`src/design/utf8_to_bmp_code_unit_decoder_core_macros.svh`:
```
// Assertion macros for the UTF-8 to BMP decoder RTL.
`ifndef UTF8_TO_BMP_CODE_UNIT_DECODER_CORE_MACROS_SVH
`define UTF8_TO_BMP_CODE_UNIT_DECODER_CORE_MACROS_SVH

`ifndef SYNTH
// Check an expression at every clock edge outside reset.
`define U2B_ASSERT_ALWAYS(label, expr, msg) \
    label: assert property (@(posedge clk) disable iff (!rst_n) (expr)) \
        else $error(msg);
// Check that a condition is followed by a consequence in the next cycle.
`define U2B_ASSERT_NEXT(label, cause, effect, msg) \
    label: assert property (@(posedge clk) disable iff (!rst_n) \
        (cause) |=> (effect)) else $error(msg);
`else
`define U2B_ASSERT_ALWAYS(label, expr, msg)
`define U2B_ASSERT_NEXT(label, cause, effect, msg)
`endif

`endif

```
`src/design/u2b_pkg.sv`:
```
// Types, constants and helpers for the UTF-8 to BMP code unit decoder.
package u2b_pkg;

    localparam int unsigned ByteW    = 8;
    localparam int unsigned UnitW    = 16;
    localparam int unsigned PartialW = 21;
    localparam int unsigned OwedW    = 2;

    localparam logic [OwedW-1:0] OwedNone = 2'd0;
    localparam logic [OwedW-1:0] OwedOne  = 2'd1;
    localparam logic [OwedW-1:0] OwedTwo  = 2'd2;
    localparam logic [OwedW-1:0] OwedThree = 2'd3;

    // Top five bits of a surrogate code unit (0xD800..0xDFFF).
    localparam logic [4:0] SurrogateTop = 5'b11011;

    typedef struct packed {
        logic [OwedW-1:0]    owed;
        logic [PartialW-1:0] partial;
        logic                emit;
        logic [UnitW-1:0]    unit;
    } step_t;

    // Value is nonzero, fits in 16 bits and is not a surrogate.
    function automatic logic bmp_ok(input logic [PartialW-1:0] v);
        bmp_ok = (v != '0) && (v[PartialW-1:UnitW] == '0)
                 && (v[UnitW-1:11] != SurrogateTop);
    endfunction

endpackage

```
`src/design/u2b_step.sv`:
```
// Per-byte decode step: next sequence state and the emitted code unit.
module u2b_step (
    input  logic [u2b_pkg::ByteW-1:0]    byte_in,
    input  logic                         last_byte,
    input  logic [u2b_pkg::OwedW-1:0]    owed,
    input  logic [u2b_pkg::PartialW-1:0] partial,
    output u2b_pkg::step_t               step
);
    import u2b_pkg::*;

    logic                is_cont;
    logic [PartialW-1:0] merged;
    logic [OwedW-1:0]    owed_dec;

    assign is_cont  = (byte_in[7:6] == 2'b10);
    assign merged   = {partial[PartialW-7:0], byte_in[5:0]};
    assign owed_dec = owed - OwedOne;

    always_comb
    begin
        step.owed    = OwedNone;
        step.partial = '0;
        step.emit    = 1'b0;
        step.unit    = merged[UnitW-1:0];
        if ((owed != OwedNone) && is_cont)
        begin
            // Collect six more bits; finish when nothing else is owed.
            if (owed_dec == OwedNone)
            begin
                step.emit = bmp_ok(merged);
            end
            else
            begin
                step.owed    = owed_dec;
                step.partial = merged;
            end
        end
        else
        begin
            // Drop any pending lead and decode this byte as a new lead.
            step.unit = {{(UnitW-ByteW){1'b0}}, byte_in};
            unique case (byte_in) inside
                [8'h00:8'h7F]:
                begin
                    step.emit = (byte_in != '0);
                end
                [8'hC0:8'hDF]:
                begin
                    step.owed    = OwedOne;
                    step.partial = {{(PartialW-5){1'b0}}, byte_in[4:0]};
                end
                [8'hE0:8'hEF]:
                begin
                    step.owed    = OwedTwo;
                    step.partial = {{(PartialW-4){1'b0}}, byte_in[3:0]};
                end
                [8'hF0:8'hF7]:
                begin
                    step.owed    = OwedThree;
                    step.partial = {{(PartialW-3){1'b0}}, byte_in[2:0]};
                end
                default:
                begin
                    // Stray continuation or invalid lead: skip.
                    step.owed = OwedNone;
                end
            endcase
        end
        if (last_byte)
        begin
            step.owed    = OwedNone;
            step.partial = '0;
        end
    end

endmodule

```
`src/design/utf8_to_bmp_code_unit_decoder_core.sv`:
```
// Top level of the UTF-8 to BMP code unit decoder.
// Takes one UTF-8 byte per cycle and returns a 16-bit BMP code unit for each
// completed character in 1..0xFFFF outside the surrogates; other values,
// stray and invalid bytes, and a sequence cut short by last_byte yield
// nothing. Each byte passes an input register, then one decode step against
// the sequence state into the output register: an accepted byte waits in the
// input register until the output register is free, and a new byte is accepted
// every cycle while the output side keeps taking beats.
`include "utf8_to_bmp_code_unit_decoder_core_macros.svh"

module utf8_to_bmp_code_unit_decoder_core (
    input  logic                         clk,
    input  logic                         rst_n,
    input  logic                         in_valid,
    output logic                         in_ready,
    input  logic [u2b_pkg::ByteW-1:0]    byte_in,
    input  logic                         last_byte,
    output logic                         out_valid,
    input  logic                         out_ready,
    output logic [u2b_pkg::UnitW-1:0]    code_unit
);
    import u2b_pkg::*;

    logic                in_valid_reg;
    logic [ByteW-1:0]    byte_reg;
    logic                last_reg;
    logic [OwedW-1:0]    owed_reg;
    logic [PartialW-1:0] partial_reg;
    logic                out_valid_reg;
    logic [UnitW-1:0]    unit_reg;

    logic                out_free;
    logic                advance;
    step_t               step;

    u2b_step u_step (
        .byte_in   (byte_reg),
        .last_byte (last_reg),
        .owed      (owed_reg),
        .partial   (partial_reg),
        .step      (step)
    );

    assign out_free  = !out_valid_reg || out_ready;
    assign advance   = in_valid_reg && out_free;
    assign in_ready  = !in_valid_reg || advance;
    assign out_valid = out_valid_reg;
    assign code_unit = unit_reg;

    // Input register: take a new beat whenever none is held or the held one moves on.
    always_ff @(posedge clk or negedge rst_n)
    begin
        if (!rst_n)
        begin
            in_valid_reg <= 1'b0;
        end
        else if (in_ready)
        begin
            in_valid_reg <= in_valid;
        end
    end

    always_ff @(posedge clk)
    begin
        if (in_ready && in_valid)
        begin
            byte_reg <= byte_in;
            last_reg <= last_byte;
        end
    end

    // Sequence state advances once per decoded byte.
    always_ff @(posedge clk or negedge rst_n)
    begin
        if (!rst_n)
        begin
            owed_reg    <= OwedNone;
            partial_reg <= '0;
        end
        else if (advance)
        begin
            owed_reg    <= step.owed;
            partial_reg <= step.partial;
        end
    end

    // Output register: load on an emitting byte, clear once taken.
    always_ff @(posedge clk or negedge rst_n)
    begin
        if (!rst_n)
        begin
            out_valid_reg <= 1'b0;
        end
        else if (out_free)
        begin
            out_valid_reg <= advance && step.emit;
        end
    end

    always_ff @(posedge clk)
    begin
        if (advance && step.emit)
        begin
            unit_reg <= step.unit;
        end
    end

    `U2B_ASSERT_ALWAYS(a_idle_partial_clear,
        (owed_reg != OwedNone) || (partial_reg == '0),
        "partial value left over with nothing owed")
    `U2B_ASSERT_ALWAYS(a_partial_bounded,
        ((owed_reg != OwedThree) || (partial_reg[PartialW-1:3] == '0))
        && ((owed_reg != OwedTwo) || (partial_reg[PartialW-1:9] == '0))
        && ((owed_reg != OwedOne) || (partial_reg[PartialW-1:15] == '0)),
        "partial value wider than its owed count allows")
    `U2B_ASSERT_ALWAYS(a_unit_legal,
        !out_valid_reg
        || ((unit_reg != '0) && (unit_reg[UnitW-1:11] != SurrogateTop)),
        "emitted code unit is zero or a surrogate")
    `U2B_ASSERT_NEXT(a_last_clears,
        advance && last_reg,
        (owed_reg == OwedNone) && (partial_reg == '0),
        "sequence state not cleared after last byte")
    `U2B_ASSERT_NEXT(a_held_result,
        out_valid_reg && !out_ready,
        out_valid_reg && $stable(unit_reg),
        "pending result lost or changed while stalled")

endmodule
```
`config.mk`:
```
export PLATFORM = sky130hd
export DESIGN_NAME = utf8_to_bmp_code_unit_decoder_core
export DESIGN_NICKNAME = d
export VERILOG_FILES = /design/src/design/u2b_pkg.sv /design/src/design/u2b_step.sv /design/src/design/utf8_to_bmp_code_unit_decoder_core.sv
export VERILOG_INCLUDE_DIRS = /design/src /design/src/design
export SDC_FILE = /design/constraint.sdc
export NUM_CORES = 1
export LEC_CHECK = 0
export BUFFER_PORTS_ARGS = -buffer_cell sky130_fd_sc_hd__clkbuf_2
export CAP_MARGIN = 15
export CORE_MARGIN = 5
export CORE_UTILIZATION = 55
export CTS_CLUSTER_DIAMETER = 40
export DETAILED_ROUTE_END_ITERATION = 10
export PLACE_DENSITY_LB_ADDON = 0.2
export SLEW_MARGIN = 10
export SYNTH_ARGS = -nofsm -noshare
export SYNTH_HDL_FRONTEND = slang
export SYNTH_HIERARCHICAL = 1
export SYNTH_SLANG_ARGS = --single-unit
```
`constraint.sdc`:
```
create_clock -name clk -period 3.03 [get_ports clk]
set_clock_uncertainty 0.1 [all_clocks]
set_input_delay 0.303 -clock clk [delete_from_list [all_inputs] [get_ports clk]]
set_output_delay 0.303 -clock clk [all_outputs]
set_load 0.005 [all_outputs]
```
* Word-level counts from Yosys, hierarchy flattened
Index checks and enable logic that the tools add are counted.
Storage, ports and cells: register bits 44, bits of input ports 13, logic and storage cells 46
Cells by class: order comparisons 8, mux-type cells 8, equal/unequal tests 2, add/sub/neg operators 1, reduce and logical (&&, ||, !) cells 19
Operators by type and width (number):
- $mux 23 | 2
- $ge 8x8->1 const B | 3
- $le 8x8->1 const B | 3
- $mux 24 | 1
- $reduce_bool 21->1 | 1
- $pmux 5 s3 | 1
- $logic_and 1x1->1 | 10
- $ge 8x1->1 const B | 1
- $le 8x7->1 const B | 1
- $mux 8 | 1
- $reduce_bool 8->1 | 1
- $pmux 2 s3 | 1
- $logic_not 5->1 | 1
- $ne 5x5->1 const B | 1
- $eq 2x2->1 const B | 1
- $logic_not 1->1 | 2
- $logic_not 2->1 | 1
- $logic_or 1x1->1 | 2
- $mux 1 | 2
- $reduce_bool 2->1 | 1
- $sub 2x1->2 const B | 1

* Depth between registers and ports, before layout
Gate-level depths: netlist of the first run.
word-level depth 6, depth in mapped cells 8, mapped depth without buffers 8

* Cells and area by module
The synthesis of the first run kept the hierarchy.
By module, submodules not included:
- utf8_to_bmp_code_unit_decoder_core | area each 1811.7 µm², cells an instance 84, times used 1
- u2b_step | area each 513.0 µm², cells an instance 72, times used 1

* Least setup slack after synthesis of the first run
No wires, ideal clock.
path kind reg2reg, start register owed_reg[1], end register unit_reg[0], in the netlist code_unit[0] (enable), library setup time 0.388 ns, required time 2.542 ns, path slack 0.391 ns, cell stages (with the launch flop) 9, buffers on the path 0, arrival 2.150 ns, clock period less this slack 2.639 ns, cell sequence dfrtp_1 inv_1 ha_1 or4b_1 nor3_1 o2111ai_1 o21ai_0 nand2_1 nor2_1
RTL lines:
- start: declaration | line utf8_to_bmp_code_unit_decoder_core.sv:27 | logic [OwedW-1:0] owed_reg;
- start signal: assignment | line utf8_to_bmp_code_unit_decoder_core.sv:77 | owed_reg <= OwedNone;
- start signal: assignment | line utf8_to_bmp_code_unit_decoder_core.sv:82 | owed_reg <= step.owed;
- end signal: assignment | line utf8_to_bmp_code_unit_decoder_core.sv:104 | unit_reg <= step.unit;
- end: declaration | line utf8_to_bmp_code_unit_decoder_core.sv:30 | logic [UnitW-1:0] unit_reg;

==> results of run 1 <==
[power by group through the flow]
stage          combinational (mW)  sequential, mW  clock, mW
2_1_floorplan              0.0948           0.698          0
3_3_place_gp                0.113           0.702          0
3_5_place_dp                0.116           0.704          0
4_1_cts                     0.118           0.691      0.385
5_1_grt                     0.128           0.696      0.414
6_report                    0.116           0.691      0.376
[cell type report]
cell class / count / share of cell area [%]
clock buffer: 6 / 3.654
clock inverter: 2 / 0.6645
inverter: 2 / 0.3322
multi-input combinational: 81 / 31.01
sequential: 44 / 54.26
tap: 48 / 2.658
timing repair buffer: 32 / 7.420
[worst paths after layout]
kind / slack [ps] / cells after the start / endpoint / from
max: 620 / 9 / code_unit[11] / owed_reg[1]
min: 80 / 1 / byte_reg[2] / byte_in[2]
max reg2reg: 620 / 9 / code_unit[11] / owed_reg[1]
min reg2reg: 380 / 0 / code_unit[0] / byte_reg[0]
max in group asynchronous: 2090 / 2 / owed_reg[0] / rst_n
min in group asynchronous: 400 / 2 / partial_reg[11] / rst_n
[layout by cell type (no fill, tap or decap), types with 3 or more instances in the layout]
cell type  count
and2_1        12
nand2_1        7
edfxtp_1      25
nor4_1         3
nor2_1         4
dfrtp_1       19
clkbuf_8       6
clkbuf_2      30
and2_2        10
mux2_4        15
[routing by layer]
layer  GRT usage, %  part of all wire (%)  vias up
li1               -                     -      535
met1          17.16                    43      530
met2          24.82                    51       28
met3          5.398                   5.7        2
met4          3.758                  0.12        0
met5              0                     0        -
[worst max-delay path: stages (launching register included)]
cell	delay (ps)
dfrtp_1	390
inv_1	80
ha_1	230
or4b_1	460
nor3_1	190
o2111ai_1	130
o21ai_0	100
nand2_1	90
nor2_1	90
buf_4	240
[metrics by stage]
stage / setup slack [ps] / power [mW]
floorplan: 391.4 / 0.7931
global placement: 764.3 / 0.8153
detailed placement: 625.8 / 0.8207
CTS: 616.2 / 1.194
global route: 417.4 / 1.238
finish: 620.7 / 1.183
==> qor.txt, run 1 <==
Status -> complete, no violations
Routed WL per cell -> 15.30 um
Sequential share of power -> 58.4%
Largest net degree at the start of global routing -> 20
Mapped Nets -> 153
Pins Over Slew Limit -> 0
Die width -> 70.99 um
Post-CTS Hold Buffers -> 1
Count of final setup violators -> 0
Headroom to the max-slew limit -> 66.72%
Post-CTS Resized -> 0
Final worst path period share -> 79.51%
Starting Density -> 56.30%
Global Route Usage Sum -> 14.47%
Initial antenna violation count -> 0
Total gr overflow -> 0
Syn avg cell area -> 14.82 um2
Root Driver -> clkbuf_8
Crit start category -> flop
Setup tns final -> 0 ps
CP Class -> reg2reg
Hold Fails Final Rpt -> 0
Final nets -> 181
Worst-Skew Late Latency -> 290 ps
Area occupied by registers -> 1226 um2
Fill cell count -> 302
Post-layout minimum cycle time -> 2409 ps
Final Cell Area -> 2260 um2
Leakage -> 1.014 nW
CTS tree -> yes
Multi-input gate area -> 700.7 um2
Syn-to-layout area delta -> 10.46%
Peak supply drop -> 0.4487 mV
Worst Path Required -> 2920 ps
DRC -> 0
Fin cells -> 215
HP Class -> in2reg
Power per Cell Area -> 523.4 nW/um2
Vias -> 1095
Register clock-pin slew on the reported worst setup and hold paths -> 80 ps
# clock sinks -> 44
Sw power -> 0.2756 mW
Synth warnings -> 6
Vias in the first global route -> 1177
Worst-path maximum fanout -> 16
Logic pwr share -> 9.8%
Diodes inserted -> 0
IO buf count -> 30
Post-DRT Antenna Nets -> 0
1st-iter DRT viols -> 41
# rows -> 22
Max reg flops -> 16
First-pass GRT wire length -> 5595 um
Dpl cells -> 206
Post-DP HPWL -> 2346 um
DRT Pass-1 Iters -> 4
Arrival time at the worst endpoint -> 2300 ps
Maximum clock insertion buffer count -> 2
Number of buffers created by CTS -> 5
Total setup buffers inserted after CTS -> 0
Max H-tree Level -> 2
RSZ-0062 raised after global routing -> no
Io pins -> 31
Syn Inst Count -> 138
Worst hold slack -> 76.83 ps
Final Util -> 62.19%
Highest clock rate -> 415.1 MHz
Power Internal -> 0.9071 mW
Routability cong. -> 0.7716
Max-cap violation count -> 0
Mapped Area -> 2046 um2
Core area -> 3633 um2
Cell Area, Placed -> 2152 um2
Clk pwr share -> 31.8%
Critical Path Sink Type -> flop
Drt via density -> 5.093
Sw Share -> 23.30%
Drt total wl -> 3290 um
Die footprint -> 5039 um2
Worst Max-Slew Pin Slew -> 499.2 ps
Die Height -> 70.99 um
Layout cell share with drive strength beyond 1 -> 43.11%
No activity file was read; power rests on OpenSTA's default activity.
==> run 2, diff against run 1 <==
==> constraint.sdc (replaced) <==
create_clock -name clk -period 2.3 [get_ports clk]
set_clock_uncertainty 0.1 [all_clocks]
set_input_delay 0.23 -clock clk [delete_from_list [all_inputs] [get_ports clk]]
set_output_delay 0.23 -clock clk [all_outputs]
set_load 0.005 [all_outputs]
==> run 2 against run 1 <==
  * Total power is 31% higher
  * First-iteration DRC count is 71% higher
  * Clock power is 24% higher
  * Combinational power is 53% higher
  * Critical path type unchanged
  * Highest routed layer unchanged
==> qor.txt, run 2 (synthesized netlist as in run 1, its figures left out) <==
Highest clock rate -> 451.6 MHz (+8.8%)
Reg2reg start -> owed_reg[1]
Sw Share -> 23.74% (+0.43 points)
CP startpoint -> owed_reg[1]
Die footprint -> 5039 um2 (unchanged)
CP max stage cell -> or4b_4
Status -> complete, no violations
Register clock-pin slew on the reported worst setup and hold paths -> 80 ps (about the same)
Global Route Usage Sum -> 14.38% (-0.090 points)
Io pins -> 31 (unchanged)
Die width -> 70.99 um (unchanged)
Most common cell after layout, fill and taps aside -> clkbuf_2
Clk pwr share -> 30.1% (-1.7 points)
Diodes inserted -> 0 (unchanged)
Syn-to-layout area delta -> 16.64%
Pins Over Slew Limit -> 0 (unchanged)
Post-DRT Antenna Nets -> 0 (unchanged)
Power Internal -> 1.185 mW (+31%)
Critical Path Sink Type -> flop
Starting Density -> 56.30% (unchanged)
Max-cap violation count -> 0 (unchanged)
# rows -> 22 (unchanged)
Worst Max-Slew Pin Slew -> 482.0 ps (-17.21 ps)
1st-iter DRT viols -> 70 (+71%)
CTS tree -> yes
Worst-path maximum fanout -> 16 (unchanged)
WP buf/inv -> 2 (unchanged)
Routability cong. -> 0.7991 (+3.6%)
Peak supply drop -> 0.5006 mV (+12%)
Vias -> 1151 (+5.1%)
DRT Pass-1 Iters -> 3 (-1)
DRC -> 0 (unchanged)
Layout cell share with drive strength beyond 1 -> 43.58% (+0.46 points)
# clock sinks -> 44 (unchanged)
Max H-tree Level -> 2 (unchanged)
Worst Path Required -> 2210 ps (-710 ps)
Most frequent cells in the layout -> clkbuf_2, edfxtp_1, dfrtp_1
Logic pwr share -> 11.5% (+1.7 points)
Sw power -> 0.3688 mW (+34%)
CP top delay family -> simple AND/OR/NAND/NOR gates
Sequential share of power -> 58.5% (about the same)
Count of final setup violators -> 0 (unchanged)
Crit path largest cell delay -> 460 ps (about the same)
Maximum clock insertion buffer count -> 2 (unchanged)
Min-delay src -> byte_in[4]
Total gr overflow -> 0 (unchanged)
RSZ-0062 raised after global routing -> yes
Number of buffers created by CTS -> 5 (unchanged)
Post-layout minimum cycle time -> 2214 ps (-195.1 ps)
Max reg flops -> 16 (unchanged)
Post-DP HPWL -> 2417 um (+3.0%)
Largest net degree at the start of global routing -> 20 (unchanged)
Final worst path period share -> 96.27% (+17 points)
CP Class -> reg2reg
Power per Cell Area -> 651.2 nW/um2 (+24%)
Headroom to the max-slew limit -> 67.87% (+1.1 points)
Arrival time at the worst endpoint -> 2120 ps (-180 ps)
Core area -> 3633 um2 (unchanged)
HP Class -> in2reg
First-pass GRT wire length -> 5513 um (-1.5%)
Final Util -> 65.67% (+3.5 points)
Initial antenna violation count -> 0 (unchanged)
IO buf count -> 30 (unchanged)
Setup WS post-layout -> 85.80 ps (-534.9 ps)
Drt via density -> 5.070 (-0.44%)
Routed WL per cell -> 14.63 um (-4.4%)
Worst slack, placed -> 53.94 ps (-571.9 ps)
Critical path, cell by cell -> inv_1, ha_1, or4b_4, nor3_2, o2111ai_1, o21ai_1, nand2_1, nor2_4, buf_12
Crit start category -> flop
Hold Fails Final Rpt -> 0 (unchanged)
Root Driver -> clkbuf_8
Leakage -> 1.076 nW (+6.2%)
Final nets -> 193 (+6.6%)
Die Height -> 70.99 um (unchanged)
Worst-Skew Late Latency -> 300 ps (about the same)
Vias in the first global route -> 1165 (-1.0%)
Drt total wl -> 3320 um (+0.91%)
-- run 2: area by class of cell --
class | instances | area (um2)
multi-input cells | 81 | 716.9
flip-flops and latches | 44 | 1226
clock buffers | 6 | 72.57
inverters | 2 | 7.507
fillers | 281 | 1247
repair buffers | 44 | 290.3
well taps | 48 | 60.06
clock inverters | 2 | 12.51
-- run 2: power groups by stage --
stage	logic [mW]	clock network [mW]	registers, mW
5_1_grt	0.195	0.510	0.914
3_5_place_dp	0.165	0	0.926
4_1_cts	0.172	0.475	0.909
2_1_floorplan	0.127	0	0.920
3_3_place_gp	0.162	0	0.924
6_report	0.178	0.467	0.909
-- run 2: final timing paths --
path	cells past startpoint	to	slack (ps)
worst max-delay path	9	code_unit[11]	90
worst min-delay path	1	byte_reg[4]	5
worst max register to register	9	code_unit[11]	90
worst min register to register	0	code_unit[2]	380
max in group asynchronous	2	partial_reg[14]	1450
min in group asynchronous	2	partial_reg[13]	320
-- run 2: timing repair --
action                                 in CTS  in global routing
buffers inserted                            0                  1
resized for setup                           0                  3
setup endpoints to repair                   0                 16
hold buffers                                5                  4
endpoints found under the hold margin      23                  4
-- run 2: per-stage QoR --
step,setup TNS (ps),cell area (um2),hold slack [ps],power [mW],cells
after global placement,0,2195,104.1,1.085,209
after global routing,-708.7,2386,1.391,1.619,227
after floorplan,0,2053,-165.6,1.047,138
final,0,2386,5.240,1.554,227
after detailed placement,0,2195,114.4,1.091,209
after CTS,0,2330,0.4215,1.556,222
-- run 2: metal layers --
| metal | wire (um) | part of all wire (%) | global-route usage, % |
|---|---|---|---|
| met5 | 0 | 0 | 0 |
| met4 | 58 | 1.7 | 5.637 |
| met3 | 181 | 5.5 | 4.688 |
| met2 | 1707 | 51 | 25.03 |
| met1 | 1373 | 41 | 16.33 |
==> run 3, diff against run 2 <==
--- a/config.mk
+++ b/config.mk
@@ -6,6 +6,7 @@
 export SDC_FILE = /design/constraint.sdc
 export NUM_CORES = 1
 export LEC_CHECK = 0
+export ABC_AREA = 1
 export BUFFER_PORTS_ARGS = -buffer_cell sky130_fd_sc_hd__clkbuf_2
 export CAP_MARGIN = 15
 export CORE_MARGIN = 5
==> run 3 against run 2 <==
  * Critical path depth increased by 1
  * Synthesized cell count grew 59%
  * Sequential share of layout area decreased by 1.1 points
  * Maximum frequency increased by 19%
  * Count of clock-buffer cells in the layout is the same
  * Largest power group unchanged
==> qor.txt, run 3 <==
Post-DP HPWL -> 2773 um (+15%)
Starting Density -> 57.99% (+1.7 points)
Final worst path period share -> 80.91% (-15 points)
Status -> complete, no violations
Global Route Usage Sum -> 16.81% (+2.4 points)
Highest clock rate -> 537.3 MHz (+19%)
Layout cell share with drive strength beyond 1 -> 28.97% (-15 points)
Power Internal -> 1.168 mW (-1.4%)
Die Height -> 72.83 um (+2.6%)
Headroom to the max-slew limit -> 65.09% (-2.8 points)
Clk pwr share -> 29.8% (-0.3 points)
Core area -> 3744 um2 (+3.0%)
Crit start category -> flop
DRT Pass-1 Iters -> 4 (+1)
Mapped Nets -> 234 (+53%)
Total gr overflow -> 0 (unchanged)
Max-cap violation count -> 0 (unchanged)
Largest net degree at the start of global routing -> 26 (+30%)
Synth warnings -> 6 (unchanged)
Post-DRT Antenna Nets -> 0 (unchanged)
Mapped Area -> 2171 um2 (+6.1%)
CP Class -> reg2reg
Most common cell after layout, fill and taps aside -> nand2_1
Sequential share of power -> 57.3% (-1.2 points)
Max H-tree Level -> 2 (unchanged)
Sw Share -> 26.80% (+3.1 points)
Worst Path Required -> 2390 ps (+180 ps)
Syn-to-layout area delta -> 12.28%
Area occupied by registers -> 1226 um2 (unchanged)
Max reg flops -> 16 (unchanged)
Syn Inst Count -> 219 (+59%)
Peak supply drop -> 0.4097 mV (-18%)
Drt via density -> 4.980 (-1.8%)
Setup tns final -> 0 ps (unchanged)
Logic pwr share -> 12.9% (+1.4 points)
Worst Max-Slew Pin Slew -> 523.7 ps (+41.70 ps)
Post-layout minimum cycle time -> 1861 ps (-353.2 ps)
# clock sinks -> 44 (unchanged)
Die width -> 72.83 um (+2.6%)
1st-iter DRT viols -> 90 (+29%)
First-pass GRT wire length -> 6720 um (+22%)
Sw power -> 0.4276 mW (+16%)
Register-to-Register Setup Slack -> 440 ps (+350 ps)
HP Class -> in2reg
Number of buffers created by CTS -> 5 (unchanged)
Io pins -> 31 (unchanged)
Worst-path maximum fanout -> 25 (+9)
Final Util -> 65.11% (-0.56 points)
RSZ-0062 raised after global routing -> no
Power per Cell Area -> 654.7 nW/um2 (+0.54%)
Root Driver -> clkbuf_8
CP startpoint -> owed_reg[0]
Hold Fails Final Rpt -> 0 (unchanged)
Leakage -> 1.077 nW (about the same)
Drt total wl -> 3974 um (+20%)
Maximum clock insertion buffer count -> 2 (unchanged)
Worst-Skew Late Latency -> 300 ps (about the same)
Vias in the first global route -> 1437 (+23%)
CTS tree -> yes
Count of final setup violators -> 0 (unchanged)
Reg2reg start -> owed_reg[0]
IO buf count -> 30 (unchanged)
DRC -> 0 (unchanged)
Routed WL per cell -> 13.25 um (-9.4%)
Initial antenna violation count -> 0 (unchanged)
# rows -> 22 (unchanged)
Final Power -> 1.596 mW (+2.7%)
Fill cell count -> 302 (+7.5%)
Total setup buffers inserted after CTS -> 0 (unchanged)
Diodes inserted -> 0 (unchanged)
Min-delay src -> byte_in[7]
Routability cong. -> 0.8058 (+0.84%)
Final nets -> 266 (+38%)
Critical Path Sink Type -> flop
Die footprint -> 5303 um2 (+5.3%)
Register clock-pin slew on the reported worst setup and hold paths -> 80 ps (about the same)
Vias -> 1494 (+30%)
Syn avg cell area -> 9.912 um2 (-33%)
Arrival time at the worst endpoint -> 1950 ps (-170 ps)
Multi-input gate area -> 719.4 um2 (+0.35%)
Most frequent cells in the layout -> nand2_1, nor2_1, clkbuf_2
Post-CTS Resized -> 0 (unchanged)
Pins Over Slew Limit -> 0 (unchanged)
run 3: cell type report:
| type | instances | share of cell area, % |
|---|---|---|
| clock inverter | 2 | 0.6674 |
| tap | 48 | 2.464 |
| timing repair buffer | 41 | 10.37 |
| inverter | 24 | 3.696 |
| clock buffer | 6 | 2.977 |
| multi-input combinational | 135 | 29.52 |
| sequential | 44 | 50.31 |
run 3: repair_timing:
action | CTS | global route
endpoints found under the hold margin | 26 | 0
endpoints found under the setup margin | 0 | 0
hold buffers | 8 | 0
run 3: critical path, stage by stage, from the launching register on:
cell	delay [ps]
dfrtp_1	410
inv_1	90
ha_1	140
inv_1	70
nand3_4	70
buf_4	320
nand2_2	130
nor3_2	200
nor2_1	70
nand3_1	80
nand2_1	60
run 3: stage by stage:
stage	setup WS, ps	area [um2]	std cells	hold slack [ps]
finish	439.0	2437	300	6.675
global route	250.9	2437	300	1.483
CTS	434.4	2437	300	0.8026
detailed placement	445.1	2268	284	124.2
global placement	491.7	2268	284	121.1
floorplan	251.1	2173	219	-165.6
run 3: routing by layer:
layer / track usage [%] / up-vias / routed length, um
met4: 6.148 / 0 / 37
li1: - / 762 / -
met2: 26.95 / 47 / 1891
met1: 22.54 / 681 / 1758
met5: 0 / - / 0
met3: 3.444 / 4 / 287
run 3: worst paths after layout:
| path | to | depth (start not counted) |
|---|---|---|
| min | byte_reg[7] | 1 |
| min in group asynchronous | partial_reg[0] | 2 |
| max reg2reg | partial_reg[1] | 10 |
| max | partial_reg[1] | 10 |
| max in group asynchronous | partial_reg[12] | 2 |
| min reg2reg | partial_reg[10] | 2 |
run 3: power groups by stage:
stage               Sequential [mW]  Clock [mW]  Combinational (mW)
finish                        0.915       0.475               0.206
detailed placement            0.933           0               0.195
global placement              0.931           0               0.193
CTS                           0.916       0.486               0.206
floorplan                     0.923           0               0.165
global route                  0.922       0.523               0.230
